File: src/rtl/iff8svx_pkg.sv
// types, codes and constants for the 8svx stream parser
// no dependencies; used by iff_8svx_stream_parser_core
`default_nettype none

package iff8svx_pkg;

    // big-endian four-character tags
    localparam logic [31:0] TAG_FORM = 32'h464F_524D;
    localparam logic [31:0] TAG_8SVX = 32'h3853_5658;
    localparam logic [31:0] TAG_VHDR = 32'h5648_4452;
    localparam logic [31:0] TAG_BODY = 32'h424F_4459;

    localparam logic [4:0] WORD_BYTES  = 5'd4;
    localparam logic [4:0] VHDR_MIN    = 5'd18;
    localparam logic [4:0] VHDR_RATE_HI = 5'd12;
    localparam logic [4:0] VHDR_RATE_LO = 5'd13;
    localparam logic [7:0] SAMPLE_BIAS = 8'd128;

    // result queue geometry
    localparam int QUEUE_PTR_W = 2;
    localparam int QUEUE_DEPTH = 2 ** QUEUE_PTR_W;

    typedef enum logic [3:0] {
        PH_FORM  = 4'd0,
        PH_LEN   = 4'd1,
        PH_TYPE  = 4'd2,
        PH_CID   = 4'd3,
        PH_CSIZE = 4'd4,
        PH_VHDR  = 4'd5,
        PH_BODY  = 4'd6,
        PH_SKIP  = 4'd7,
        PH_IDLE  = 4'd8
    } t_phase;

    typedef enum logic [1:0] {
        CK_OTHER = 2'd0,
        CK_VHDR  = 2'd1,
        CK_BODY  = 2'd2
    } t_chunk_kind;

    localparam logic [1:0] KIND_SAMPLE = 2'd0;
    localparam logic [1:0] KIND_DONE   = 2'd1;
    localparam logic [1:0] KIND_ERROR  = 2'd2;

    localparam logic [2:0] ERR_NONE       = 3'd0;
    localparam logic [2:0] ERR_BAD_FORM   = 3'd1;
    localparam logic [2:0] ERR_BAD_TYPE   = 3'd2;
    localparam logic [2:0] ERR_TRUNCATED  = 3'd3;
    localparam logic [2:0] ERR_NO_BODY    = 3'd4;
    localparam logic [2:0] ERR_SHORT_VHDR = 3'd5;

    typedef struct packed {
        logic [7:0] byte_value;
        logic       last_byte;
    } t_in_item;

    typedef struct packed {
        logic [1:0]        kind;
        logic signed [7:0] sample;
        logic [15:0]       sample_rate;
        logic [31:0]       sample_count;
        logic [2:0]        error_code;
        logic              last_in_run;
    } t_out_item;

    // phases in which the form length counts down
    function automatic logic in_form(input t_phase ph);
        in_form = (ph >= PH_TYPE) && (ph <= PH_SKIP);
    endfunction

endpackage

`default_nettype wire

File: src/rtl/iff_8svx_stream_parser_core.sv
// 8svx byte stream parser: header walk, sample emission and result queue
// depends on iff8svx_pkg
//
// channel  dir  handshake                 payload
// in       in   i_in_valid / o_in_ready   i_in  (byte_value, last_byte)
// out      out  o_out_valid / i_out_ready o_out (kind, sample, rate, count, error, last)
//
// one byte is taken per cycle while o_in_ready is high; the parse state updates on the transfer edge
// each byte queues zero, one or two results in a four-entry result queue
// results leave one per cycle while i_out_ready is high, so a byte that yields two
// needs two output transfers; input stalls only while fewer than two queue slots are free
// synchronous active-low reset returns the parser to the FORM magic and
// empties the queue; a final byte does the same for the parse state
`default_nettype none

module iff_8svx_stream_parser_core (
    input  wire                     i_clk,
    input  wire                     i_rst_n,
    input  wire                     i_in_valid,
    output logic                    o_in_ready,
    input  wire iff8svx_pkg::t_in_item i_in,
    output logic                    o_out_valid,
    input  wire                     i_out_ready,
    output iff8svx_pkg::t_out_item  o_out
);

    // parse state
    iff8svx_pkg::t_phase      r_phase, n_phase;
    logic [4:0]               r_idx, n_idx;
    logic [31:0]              r_shift, n_shift;
    logic [31:0]              r_form, n_form;
    iff8svx_pkg::t_chunk_kind r_ckind, n_ckind;
    logic [31:0]              r_chunk, n_chunk;
    logic [15:0]              r_rate, n_rate;
    logic [31:0]              r_count, n_count;
    logic                     r_body, n_body;

    // per-byte result flags
    logic        s_sample;
    logic        s_fail;
    logic        s_done;
    logic [2:0]  s_err;
    logic [15:0] s_rate;
    logic [31:0] s_count;

    logic [31:0] w_word;
    logic [4:0]  w_idx_inc;
    logic        w_word_done;
    logic [7:0]  w_byte;
    logic        w_in_fire;
    logic        w_out_fire;

    // result queue
    iff8svx_pkg::t_out_item r_queue [iff8svx_pkg::QUEUE_DEPTH];
    logic [iff8svx_pkg::QUEUE_PTR_W-1:0] r_wr, r_rd;
    logic [iff8svx_pkg::QUEUE_PTR_W:0]   r_fill;
    iff8svx_pkg::t_out_item w_res_a, w_res_b, w_first;
    logic        w_push_a, w_push_b;
    logic [1:0]  w_push_n;

    assign w_byte     = i_in.byte_value;
    assign w_in_fire  = i_in_valid && o_in_ready;
    assign w_out_fire = o_out_valid && i_out_ready;
    assign w_word     = {r_shift[23:0], w_byte};
    assign w_idx_inc  = r_idx + 5'd1;
    assign w_word_done = (w_idx_inc >= iff8svx_pkg::WORD_BYTES);

    // next parse state for the byte on the input
    always_comb begin
        n_phase = r_phase;
        n_idx   = r_idx;
        n_shift = r_shift;
        n_form  = r_form;
        n_ckind = r_ckind;
        n_chunk = r_chunk;
        n_rate  = r_rate;
        n_count = r_count;
        n_body  = r_body;
        s_sample = 1'b0;
        s_fail   = 1'b0;
        s_done   = 1'b0;
        s_err    = iff8svx_pkg::ERR_NONE;
        s_rate   = '0;
        s_count  = '0;

        if (iff8svx_pkg::in_form(r_phase)) begin
            n_form = r_form - 32'd1;
        end

        case (r_phase)
            iff8svx_pkg::PH_FORM: begin
                n_shift = w_word;
                n_idx   = w_word_done ? 5'd0 : w_idx_inc;
                if (w_word_done) begin
                    if (w_word != iff8svx_pkg::TAG_FORM) begin
                        s_fail = 1'b1;
                        s_err  = iff8svx_pkg::ERR_BAD_FORM;
                    end else begin
                        n_phase = iff8svx_pkg::PH_LEN;
                    end
                end
            end
            iff8svx_pkg::PH_LEN: begin
                n_shift = w_word;
                n_idx   = w_word_done ? 5'd0 : w_idx_inc;
                if (w_word_done) begin
                    n_form = w_word;
                    if (w_word == 32'd0) begin
                        s_fail = 1'b1;
                        s_err  = iff8svx_pkg::ERR_TRUNCATED;
                    end else begin
                        n_phase = iff8svx_pkg::PH_TYPE;
                    end
                end
            end
            iff8svx_pkg::PH_TYPE: begin
                n_shift = w_word;
                n_idx   = w_word_done ? 5'd0 : w_idx_inc;
                if (w_word_done) begin
                    if (w_word != iff8svx_pkg::TAG_8SVX) begin
                        s_fail = 1'b1;
                        s_err  = iff8svx_pkg::ERR_BAD_TYPE;
                    end else begin
                        n_phase = iff8svx_pkg::PH_CID;
                    end
                end
            end
            iff8svx_pkg::PH_CID: begin
                n_shift = w_word;
                n_idx   = w_word_done ? 5'd0 : w_idx_inc;
                if (w_word_done) begin
                    if (w_word == iff8svx_pkg::TAG_VHDR) begin
                        n_ckind = iff8svx_pkg::CK_VHDR;
                    end else if (w_word == iff8svx_pkg::TAG_BODY) begin
                        n_ckind = iff8svx_pkg::CK_BODY;
                        n_body  = 1'b1;
                    end else begin
                        n_ckind = iff8svx_pkg::CK_OTHER;
                    end
                    n_phase = iff8svx_pkg::PH_CSIZE;
                end
            end
            iff8svx_pkg::PH_CSIZE: begin
                n_shift = w_word;
                n_idx   = w_word_done ? 5'd0 : w_idx_inc;
                if (w_word_done) begin
                    n_chunk = w_word;
                    if (r_ckind == iff8svx_pkg::CK_VHDR &&
                        w_word < {27'd0, iff8svx_pkg::VHDR_MIN}) begin
                        s_fail = 1'b1;
                        s_err  = iff8svx_pkg::ERR_SHORT_VHDR;
                    end else if (w_word == 32'd0) begin
                        n_phase = iff8svx_pkg::PH_CID;
                    end else if (r_ckind == iff8svx_pkg::CK_VHDR) begin
                        n_phase = iff8svx_pkg::PH_VHDR;
                    end else if (r_ckind == iff8svx_pkg::CK_BODY) begin
                        n_phase = iff8svx_pkg::PH_BODY;
                    end else begin
                        n_phase = iff8svx_pkg::PH_SKIP;
                    end
                end
            end
            iff8svx_pkg::PH_VHDR: begin
                // count in bytes 0..3, rate in bytes 12..13
                if (r_idx < iff8svx_pkg::WORD_BYTES) begin
                    n_count = {r_count[23:0], w_byte};
                end else if (r_idx == iff8svx_pkg::VHDR_RATE_HI ||
                             r_idx == iff8svx_pkg::VHDR_RATE_LO) begin
                    n_rate = {r_rate[7:0], w_byte};
                end
                if (r_idx < iff8svx_pkg::VHDR_MIN) begin
                    n_idx = w_idx_inc;
                end
                if (r_chunk == 32'd1) begin
                    n_idx = 5'd0;
                end
                n_chunk = r_chunk - 32'd1;
                if (r_chunk == 32'd1) begin
                    n_phase = iff8svx_pkg::PH_CID;
                end
            end
            iff8svx_pkg::PH_BODY: begin
                s_sample = 1'b1;
                n_chunk  = r_chunk - 32'd1;
                if (r_chunk == 32'd1) begin
                    n_phase = iff8svx_pkg::PH_CID;
                end
            end
            iff8svx_pkg::PH_SKIP: begin
                n_chunk = r_chunk - 32'd1;
                if (r_chunk == 32'd1) begin
                    n_phase = iff8svx_pkg::PH_CID;
                end
            end
            default: begin
            end
        endcase

        if (s_fail) begin
            n_phase = iff8svx_pkg::PH_IDLE;
        end

        // form fully consumed on this byte
        if (iff8svx_pkg::in_form(r_phase) && r_form == 32'd1 &&
            iff8svx_pkg::in_form(n_phase)) begin
            if (n_phase == iff8svx_pkg::PH_CID && n_idx == 5'd0) begin
                if (n_body) begin
                    s_done  = 1'b1;
                    s_rate  = n_rate;
                    s_count = n_count;
                end else begin
                    s_fail = 1'b1;
                    s_err  = iff8svx_pkg::ERR_NO_BODY;
                end
            end else begin
                s_fail = 1'b1;
                s_err  = iff8svx_pkg::ERR_TRUNCATED;
            end
            n_phase = iff8svx_pkg::PH_IDLE;
        end

        // final byte: flag an unfinished parse, then start afresh
        if (i_in.last_byte) begin
            if (n_phase != iff8svx_pkg::PH_IDLE) begin
                s_fail = 1'b1;
                s_err  = iff8svx_pkg::ERR_TRUNCATED;
            end
            n_phase = iff8svx_pkg::PH_FORM;
            n_idx   = '0;
            n_shift = '0;
            n_form  = '0;
            n_ckind = iff8svx_pkg::CK_OTHER;
            n_chunk = '0;
            n_rate  = '0;
            n_count = '0;
            n_body  = 1'b0;
        end
    end

    // result items for the byte on the input
    always_comb begin
        w_res_a.kind         = iff8svx_pkg::KIND_SAMPLE;
        w_res_a.sample       = w_byte - iff8svx_pkg::SAMPLE_BIAS;
        w_res_a.sample_rate  = '0;
        w_res_a.sample_count = '0;
        w_res_a.error_code   = iff8svx_pkg::ERR_NONE;
        w_res_a.last_in_run  = !(s_fail || s_done);

        w_res_b.kind         = s_done ? iff8svx_pkg::KIND_DONE : iff8svx_pkg::KIND_ERROR;
        w_res_b.sample       = '0;
        w_res_b.sample_rate  = s_rate;
        w_res_b.sample_count = s_count;
        w_res_b.error_code   = s_done ? iff8svx_pkg::ERR_NONE : s_err;
        w_res_b.last_in_run  = 1'b1;

        w_push_a = w_in_fire && s_sample;
        w_push_b = w_in_fire && (s_fail || s_done);
        w_push_n = {1'b0, w_push_a} + {1'b0, w_push_b};
        w_first  = w_push_a ? w_res_a : w_res_b;
    end

    // parse state registers
    always_ff @(posedge i_clk) begin
        if (!i_rst_n) begin
            r_phase <= iff8svx_pkg::PH_FORM;
            r_idx   <= '0;
            r_shift <= '0;
            r_form  <= '0;
            r_ckind <= iff8svx_pkg::CK_OTHER;
            r_chunk <= '0;
            r_rate  <= '0;
            r_count <= '0;
            r_body  <= 1'b0;
        end else if (w_in_fire) begin
            r_phase <= n_phase;
            r_idx   <= n_idx;
            r_shift <= n_shift;
            r_form  <= n_form;
            r_ckind <= n_ckind;
            r_chunk <= n_chunk;
            r_rate  <= n_rate;
            r_count <= n_count;
            r_body  <= n_body;
        end
    end

    // queue storage
    always_ff @(posedge i_clk) begin
        if (w_push_n != 2'd0) begin
            r_queue[r_wr] <= w_first;
        end
        if (w_push_n == 2'd2) begin
            r_queue[r_wr + 1'b1] <= w_res_b;
        end
    end

    // queue pointers and fill level
    always_ff @(posedge i_clk) begin
        if (!i_rst_n) begin
            r_wr   <= '0;
            r_rd   <= '0;
            r_fill <= '0;
        end else begin
            r_wr   <= r_wr + w_push_n[iff8svx_pkg::QUEUE_PTR_W-1:0];
            r_rd   <= r_rd + {{(iff8svx_pkg::QUEUE_PTR_W-1){1'b0}}, w_out_fire};
            r_fill <= r_fill + {{(iff8svx_pkg::QUEUE_PTR_W-1){1'b0}}, w_push_n}
                      - {{iff8svx_pkg::QUEUE_PTR_W{1'b0}}, w_out_fire};
        end
    end

    // room for two results keeps the input open
    assign o_in_ready  = (r_fill <= (iff8svx_pkg::QUEUE_PTR_W + 1)'(iff8svx_pkg::QUEUE_DEPTH - 2));
    assign o_out_valid = (r_fill != '0);
    assign o_out       = r_queue[r_rd];

    // checks
    a_fill_bound: assert property (@(posedge i_clk) disable iff (!i_rst_n)
        r_fill <= (iff8svx_pkg::QUEUE_PTR_W + 1)'(iff8svx_pkg::QUEUE_DEPTH))
        else $error("result queue overfilled");

    a_last_restarts: assert property (@(posedge i_clk) disable iff (!i_rst_n)
        (w_in_fire && i_in.last_byte) |=> (r_phase == iff8svx_pkg::PH_FORM && !r_body))
        else $error("final byte did not restart the parse");

    a_idle_silent: assert property (@(posedge i_clk) disable iff (!i_rst_n)
        (w_in_fire && r_phase == iff8svx_pkg::PH_IDLE && !i_in.last_byte)
        |-> (w_push_n == 2'd0))
        else $error("result produced after parse finished");

    // a form that runs out inside vhdr leaves the index where it stopped
    a_idx_small: assert property (@(posedge i_clk) disable iff (!i_rst_n)
        (r_phase != iff8svx_pkg::PH_VHDR && r_phase != iff8svx_pkg::PH_IDLE)
        |-> (r_idx < iff8svx_pkg::WORD_BYTES))
        else $error("field byte index out of range outside vhdr");

    a_done_last: assert property (@(posedge i_clk) disable iff (!i_rst_n)
        (o_out_valid && o_out.kind != iff8svx_pkg::KIND_SAMPLE) |-> o_out.last_in_run)
        else $error("status result not marked last in run");

endmodule

`default_nettype wire

File: config.mk
export PLATFORM = sky130hd
export DESIGN_NAME = iff_8svx_stream_parser_core
export DESIGN_NICKNAME = d
export VERILOG_FILES = /design/src/rtl/iff8svx_pkg.sv /design/src/rtl/iff_8svx_stream_parser_core.sv
export SDC_FILE = /design/constraint.sdc
export NUM_CORES = 1
export LEC_CHECK = 0
export BUFFER_PORTS_ARGS = -buffer_cell sky130_fd_sc_hd__clkbuf_2
export CAP_MARGIN = 5
export CORE_MARGIN = 10
export CORE_UTILIZATION = 35
export DETAILED_ROUTE_END_ITERATION = 7
export HOLD_SLACK_MARGIN = 0.1
export PLACE_DENSITY = 0.59
export SKIP_LAST_GASP = 1
export SLEW_MARGIN = 20
export SYNTH_ARGS = -nofsm -noshare
export SYNTH_HDL_FRONTEND = slang
export SYNTH_SLANG_ARGS = --single-unit
File: constraint.sdc
create_clock -name i_clk -period 7.2 [get_ports i_clk]
set_clock_uncertainty 0.2 [all_clocks]
set_input_delay 0.36 -clock i_clk [delete_from_list [all_inputs] [get_ports i_clk]]
set_output_delay 0.36 -clock i_clk [all_outputs]
set_load 0.005 [all_outputs]
==> impl_metrics.env <==
export IMPL_layout_commonest_cell="nor2_1"
export IMPL_dp_hpwl_um=32460
export IMPL_cts_tree="yes"
export IMPL_io_pins=77
export IMPL_avgRoutedWirePerCell_um=20.67
export IMPL_p_leak_uw=0.006995
export IMPL_status="complete, no violations"
export IMPL_routed_via_density=5.552
export IMPL_vias=14070
export IMPL_clk_pin_slew_ns=0.06
export IMPL_netlist_area_sq_um=19080
export IMPL_syn_nets=1814
export IMPL_dr_pass1_iters=6
export IMPL_rows=85
export IMPL_synth_edf_count=212
export IMPL_gp_congestion=0.8999
export IMPL_yosysTopAreaCell="edfxtp_1"
export IMPL_syn_to_final_growth_pct=12.08
export IMPL_post_cts_buffers=0
export IMPL_hold_buffers=0
export IMPL_syn_inst=1786
export IMPL_die_y_um=253.5
export IMPL_slew_violations=0
export IMPL_synth_area_leaders="edfxtp_1 33%, dfxtp_1 20%, mux4_2 7.3%"
export IMPL_insertion_delay_ns=0.57
export IMPL_powerDensity_nw_per_um2=270.7
export IMPL_overflow=0
export IMPL_path_max_fanout=46
export IMPL_holdCritPathClass="in -> reg"
export IMPL_hold_violations=0
export IMPL_period_share_pct=78.16
export IMPL_port_buffers=76
export IMPL_coreArea_sq_um=53920
export IMPL_antenna_found_initial=3
export IMPL_tightest_slew_ns=1.072
export IMPL_gr_usage_all_layers_pct=16.02
export IMPL_stdcell_area_sq_um=21380
export IMPL_nets=1835
export IMPL_power_frac_seq_pct=45.2
export IMPL_switching_share_pct=28.07
export IMPL_final_cell_mix="286 x nor2_1, 212 x edfxtp_1, 189 x dfxtp_1, 116 x nor2b_1, 105 x a22oi_1"
export IMPL_drive_gt1_share_pct=14.58
export IMPL_start_util_pct=35.38
export IMPL_clock_path_buffers=3
export IMPL_combPwrFrac_pct=18.5
export IMPL_detailed_place_area_sq_um=20030
export IMPL_synth_yosys_seq_area_share_pct=53.41
export IMPL_die_w_um=253.5
export IMPL_clkSinkCount=403
export IMPL_fmax_mhz=177.7
export IMPL_cp_arrival_ns=5.73
export IMPL_avgSynthCellArea_sq_um=10.68
export IMPL_drt_wl_total_um=52410
export IMPL_grt_pass1_wl_um=81400
export IMPL_grt_pass1_vias=13940
export IMPL_tns_ns=0
export IMPL_ys_ff_latch=403
export IMPL_route_detailed_drc=0
export IMPL_grt_max_degree=84
export IMPL_async_reset_ff_share_pct=0
export IMPL_crit_type="reg -> reg"
export IMPL_slew_headroom_pct=28.56
export IMPL_crit_required_ns=7.30
export IMPL_cap_viol_max_count=0
export IMPL_ctsResizeCount=0
export IMPL_power_internal_uw=4163
export IMPL_yosys_most_used_dff="edfxtp_1"
export IMPL_holdWs_ns=0.1628
export IMPL_finalSetupViolCount=0
export IMPL_htree_levels=2
export IMPL_ys_warn_count=0
export IMPL_synth_cell_type_count=70
export IMPL_clock_power_share_pct=36.3
export IMPL_first_iter_violations=1174
export IMPL_fin_util_pct=39.66
export IMPL_ant_nets=0
export IMPL_die_area_sq_um=64250
export IMPL_cts_buffers_inserted=43
export IMPL_p_sw_uw=1625
export IMPL_rsz0062_at_grt="no"
export IMPL_synth_top_area_share_pct=33.37
export IMPL_start_kind="register"
export IMPL_fin_crit_ns=5.628
export IMPL_cts_root_buf="clkbuf_16"
export IMPL_end_kind="register"
export IMPL_ir_drop_v=0.0002101
## critical path: stages, from the launching register on
cell      delay, ns
dfxtp_1        0.49
ha_1           0.28
nand2_1        0.09
o21ai_0        0.43
a211oi_4       0.11
buf_4          0.30
nand2_1        0.16
nand3_1        0.10
nand2b_1       0.22
nand2b_1       0.26
nand2_1        0.16
inv_1          0.05
ha_1           0.26
and3_1         0.18
a21oi_1        0.66
inv_2          0.06
o21ai_0        0.12
or2_2          0.78
buf_4          0.36
nor2_1         0.06
## routing by layer
| layer | share of wire (%) | track usage [%] | wire, um | vias to the layer above |
|---|---|---|---|---|
| met5 | 0.080 | 0 | 42 | - |
| met4 | 1.6 | 3.889 | 823 | 6 |
| met3 | 5.8 | 2.748 | 3033 | 67 |
| met2 | 48 | 26.94 | 25160 | 395 |
| met1 | 45 | 21.06 | 23350 | 7033 |
| li1 | - | - | - | 6573 |
## area by class of cell
type	instances	area (sq um)
Fill cell	5190	32540
Clock buffer	61	1184
Timing Repair Buffer	102	590.6
Antenna cell	1	2.502
Inverter	38	142.6
Multi-Input combinational cell	1219	8258
Tap cell	696	870.8
Sequential cell	403	10200
Clock inverter	15	138.9
## registers in the layout (all words and copies together), names as in the netlist
register  cells
r_body        1
r_fill        3
r_phase       4
r_rate       16
r_rd          2
r_idx         5
r_count      32
r_chunk      32
r_shift      24
r_ckind       2
r_form       32
r_queue     248
r_wr          2
## cells in the mapped netlist (8+ instances only)
cell type and instances:
or3_1 18, nor2b_1 116, buf_6 8, buf_1 12, and3_1 9, nand3_1 13
inv_1 34, nor3_1 44, clkbuf_1 103, ha_1 14, nor4_1 23, nor2_1 288
nand2_1 89, or4_1 9, a21oi_1 61, or2_2 11, nand2b_1 12, edfxtp_1 212
a21boi_0 8, o31ai_1 10, mux4_2 62, xnor2_1 17, o21ai_0 95, mux2i_1 48
and2_1 30, dfxtp_1 191, a22oi_1 105, a22o_1 30
## final timing paths
| path | slack [ns] | from | cells after the start | endpoint |
|---|---|---|---|---|
| max | 1.57 | r_idx[0] | 19 | r_queue[2][13] |
| min | 0.16 | i_in[5] | 2 | r_queue[1][56] |
| max reg2reg | 1.57 | r_idx[0] | 19 | r_queue[2][13] |
| min reg2reg | 0.26 | r_queue[0][59] | 2 | r_queue[0][59] |
## per-stage QoR
step,worst slack (ns),total power (uW),cells
3_5_place_dp,1.625,3746,2457
4_1_cts,1.590,5855,2533
2_1_floorplan,1.783,3348,1786
6_report,1.572,5788,2535
5_1_grt,1.157,6061,2534
3_3_place_gp,1.737,3735,2457
## cells by family (layout without fill, tap and decap cells)
kind of cell	after synthesis	after routing	share of synthesized area, %
AO/OA/AOI/OAI	370	370	12.88
XOR/XNOR	21	21	0.9640
other	0	1	0
buffers and inverters	164	216	3.561
adder cells (fa/ha/maj)	15	15	1.023
AND/OR/NAND/NOR	703	703	18.33
flip-flops	403	403	53.41
multiplexers	110	110	9.837
## power by group through the flow
stage / registers [uW] / clock network [uW] / logic, uW
floorplan: 2590 / 0 / 762
global placement: 2670 / 0 / 1060
detailed placement: 2680 / 0 / 1070
CTS: 2630 / 2150 / 1070
global route: 2630 / 2250 / 1180
finish: 2620 / 2100 / 1070
No activity file was read; power rests on OpenSTA's default activity.
